$ cat config.mk
export PLATFORM = sky130hd
export DESIGN_NAME = pre_ram
export DESIGN_NICKNAME = d
export VERILOG_FILES = /design/src/page_replacement_engine_top_macros.svh /design/src/pre_ram.sv
export SDC_FILE = /design/constraint.sdc
export NUM_CORES = 1
export LEC_CHECK = 0
export BUFFER_PORTS_ARGS = -buffer_cell sky130_fd_sc_hd__buf_2
export CAP_MARGIN = 20
export CORE_UTILIZATION = 60
export CTS_CLUSTER_SIZE = 24
export DETAILED_ROUTE_END_ITERATION = 12
export GPL_TIMING_DRIVEN = 1
export PLACE_DENSITY = 0.84
export SYNTH_ARGS = -nofsm -noshare
export SYNTH_HDL_FRONTEND = slang
export SYNTH_SLANG_ARGS = --single-unit
$ cat constraint.sdc
create_clock -name clk -period 2.7 [get_ports clk]
set_input_delay 0.54 -clock clk [delete_from_list [all_inputs] [get_ports clk]]
set_output_delay 0.54 -clock clk [all_outputs]
set_load 0.01 [all_outputs]
$ cat src/page_replacement_engine_top_macros.svh
// Assertion macros for the page replacement engine.
// Depends on: a clock named clk and an active-low reset named rst_n in the using scope.
`ifndef PAGE_REPLACEMENT_ENGINE_TOP_MACROS_SVH
`define PAGE_REPLACEMENT_ENGINE_TOP_MACROS_SVH

// Check a condition in the same cycle as its trigger.
`define PRE_ASSERT_NOW(label, ante, cons, msg) \
    label: assert property (@(posedge clk) disable iff (!rst_n) (ante) |-> (cons)) \
        else $error(msg);

// Check a condition in the cycle after its trigger.
`define PRE_ASSERT_NEXT(label, ante, cons, msg) \
    label: assert property (@(posedge clk) disable iff (!rst_n) (ante) |=> (cons)) \
        else $error(msg);

`endif

$ cat src/pre_ram.sv
// Generic simple dual-port RAM: one write port, one read port, registered read data.
// No dependencies.
`timescale 1ns / 1ps
`default_nettype none

module pre_ram #(
    parameter int WIDTH = 8,
    parameter int DEPTH = 16
) (
    input  logic                                     clk,
    input  logic                                     we,
    input  logic [((DEPTH > 1) ? $clog2(DEPTH) : 1)-1:0] waddr,
    input  logic [WIDTH-1:0]                         wdata,
    input  logic [((DEPTH > 1) ? $clog2(DEPTH) : 1)-1:0] raddr,
    output logic [WIDTH-1:0]                         rdata
);

    logic [WIDTH-1:0] mem [DEPTH];

    always_ff @(posedge clk)
    begin
        if (we)
        begin
            mem[waddr] <= wdata;
        end
        rdata <= mem[raddr];
    end

endmodule

`default_nettype wire
==> impl_metrics.yaml <==
critical_path:
  crit_fanout: 8
  crit_path_end_kind: "flop"
  worst_ep_required_time_ns: 2.85
  worst-endpoint-arrival_ns: 1.75
  critPathKind: "primary input to flop"
  critical_path.startpoint_type: "primary input"
synthesis:
  synth_warnings: 0
  synth_enable_flop_cells: 128
  synthesis.nets: 247
  async_flop_share_pct: 0
  dominantRegCellSynth: "sky130_fd_sc_hd__edfxtp_1"
  register_bit_count_reported_by_yosys: 136
  post_synthesis_average_cell_area_um2: 22.5
  yosysUniqueCellTypes: 19
  syn_inst: 229
  synth_seq_area_share_pct: 77.8
  syn_area_um2: 5150
die:
  start_util_pct: 62.3
  total_die_area_um2: 8950
  boundaryPins: 26
  floorplan.rows: 33
  std_cell_core_area_um2: 8260
  fp.dieW_um: 94.6
  die_y_um: 94.6
clocking:
  clock-sinks: 136
  clock_tree.buffer_depth: 2
  path_clk_slew_ns: 0.06
  post-cts-setup-buffer-count: 0
  worstSkewPairLatency_ns: 0.52
  post_cts_resize_count: 0
  cts_tree: "yes"
  h-tree-depth: 4
  postCtsHoldBufs: 0
  clock_tree.root_cell: "sky130_fd_sc_hd__clkbuf_8"
  cts_made_buffers: 17
timing:
  totalNegativeSetupSlack_ns: 0
  report.final.slew_viol_count: 0
  finalCriticalPeriod_ns: 1.60
  setup_viol_count_final: 0
  max_clock_freq_ghz: 0.626
  setup_repair_after_global_routing_missed_its_margin: "no"
  layout_worst_path_cycle_share_pct: 59.2
  max-slew-margin-rel_pct: 51.3
  worst_pin_slew_ns: 0.728
  timing.final.hold_violations: 0
  finClkSkew_ns: 0.00581
run_status:
  run_status: "complete, no violations"
pwr:
  total_leakage_power_nw: 2.09
  peak_vdd_ir_mv: 0.592
  p_switching_mw: 1.01
  comb_power_share_pct: 4.5
  sw_frac_of_total_pct: 20.3
  clock_power_share_pct: 48.0
  pwr-share-seq_pct: 47.5
  fin_total_pwr_mw: 5.00
  power.internal_mw: 3.98
  cellPowerDensity_nw_per_um2: 822
hold_path:
  timing.hold.worst.class: "primary input to flop"
final_layout:
  diodes: 0
  area.sequential_um2: 4000
  n_fill_cell: 462
  final_core_utilization_pct: 73.7
  finalNetCount: 298
  multiInputGateArea_um2: 1060
  post_route_cells_drive_above_1_share_pct: 31.7
  area_growth_pct: 18.2
grt:
  first_global_vias: 2499
  grt_usage_pct: 26.6
  grt_antenna_before_repair: 0
  pin_count_of_the_biggest_net_entering_global_routing: 33
  grt_overflow_total: 0
  grt_first_pass_wirelength_mm: 15.7
detailed_routing:
  drt_pass1_iterations: 5
  drt_wl_total_mm: 10.5
  vias: 2609
  drt_iter0_markers: 302
  remaining_antenna_violation_count_after_routing: 0
  routed_via_density: 6.56
  wire_per_inst_um: 26.5
  detail_route.drc_violations: 0
placement:
  gp_congestion: 0.822
  dp_hpwl_mm: 5.76
  buffer_ports.inserted: 25
flow_run:
  max_cap_violations: 0
worst max-delay path, cell delays in order:
cell and delay, ns:
sky130_fd_sc_hd__buf_2 0.11, sky130_fd_sc_hd__or3b_2 0.51, sky130_fd_sc_hd__nor2_1 0.58
path summary, 6_finish.rpt:
path	startpoint	end	slack [ns]	depth (start not counted)
hold reg to reg	mem[15][5]	rdata[5]	0.67	3
setup reg to reg	mem[2][2]	rdata[2]	1.20	3
setup / recovery	waddr[2]	mem[2][3]	1.10	3
hold / removal	wdata[1]	mem[8][1]	0.40	1
per-layer routing:
| layer | up-vias | share of wire [%] | track usage (%) |
|---|---|---|---|
| li1 | 1078 | - | - |
| met3 | 31 | 8.8 | 6.12 |
| met5 | - | 0 | 0 |
| met4 | 0 | 2.8 | 12.4 |
| met2 | 157 | 50 | 39.8 |
| met1 | 1343 | 38 | 38.1 |
cells by family (layout without fill, tap and decap cells):
group	Yosys count	in the layout	share of synthesized area [%]
buffers and inverters	10	74	1.68
multiplexers	32	32	15.0
AO/OA/AOI/OAI	16	16	2.33
AND/OR/NAND/NOR	35	35	3.18
flip-flops	136	136	77.8
synthesized netlist by cell type (2+ instances only):
cell	n	area (µm²)
sky130_fd_sc_hd__dfxtp_1	8	160
sky130_fd_sc_hd__nor3_1	4	20.0
sky130_fd_sc_hd__edfxtp_1	128	3840
sky130_fd_sc_hd__nand2_1	9	33.8
sky130_fd_sc_hd__a22oi_1	16	120
sky130_fd_sc_hd__mux4_2	18	405
sky130_fd_sc_hd__buf_6	3	33.8
sky130_fd_sc_hd__nand2b_1	2	12.5
sky130_fd_sc_hd__nor2_1	13	48.8
sky130_fd_sc_hd__buf_2	3	15.0
sky130_fd_sc_hd__nand3b_1	2	15.0
sky130_fd_sc_hd__clkdlybuf4s25_2	3	30.0
sky130_fd_sc_hd__mux4_1	14	368
area by class of cell:
class,instances,share of cell area (%)
repair buffers,42,4.36
flip-flops and latches,136,65.8
clock buffers,18,7.03
multi-input cells,83,17.4
clock inverters,14,3.25
well taps,105,2.16
through the flow:
step / setup slack [ns] / area (µm²) / hold WS (ns) / std cells
after detailed placement: 0.572 / 5460 / 0.663 / 366
final: 1.10 / 6080 / 0.401 / 398
after CTS: 1.12 / 6080 / 0.388 / 398
after floorplan: 0.667 / 5150 / 0.629 / 229
after global routing: 1.05 / 6080 / 0.395 / 398
after global placement: 0.646 / 5460 / 0.643 / 366
placed cells by master, fill, tap and decap left out, types with 2 or more instances in the layout:
cell type and count:
sky130_fd_sc_hd__nand2_1 9, sky130_fd_sc_hd__buf_4 16, sky130_fd_sc_hd__clkinvlp_4 2, sky130_fd_sc_hd__clkinv_4 4, sky130_fd_sc_hd__inv_6 2, sky130_fd_sc_hd__nand2b_1 2
sky130_fd_sc_hd__nand3b_1 2, sky130_fd_sc_hd__clkbuf_8 2, sky130_fd_sc_hd__a22oi_1 16, sky130_fd_sc_hd__buf_2 25, sky130_fd_sc_hd__nor2_1 13, sky130_fd_sc_hd__mux4_1 14
sky130_fd_sc_hd__clkbuf_16 16, sky130_fd_sc_hd__dfxtp_1 8, sky130_fd_sc_hd__bufinv_16 4, sky130_fd_sc_hd__nor3_1 4, sky130_fd_sc_hd__clkinv_2 2, sky130_fd_sc_hd__mux4_2 18
sky130_fd_sc_hd__edfxtp_1 128
flip-flops by register name, summed over array words and instances (netlist names):
name,flops
mem,128
rdata,8
power groups by stage:
stage	Clock, mW	Combinational (mW)	Sequential (mW)
finish	2.40	0.226	2.37
global route	2.50	0.241	2.38
CTS	2.41	0.226	2.37
detailed placement	0	0.218	2.42
global placement	0	0.211	2.41
floorplan	0	0.120	2.42
No activity file was read; power rests on OpenSTA's default activity.
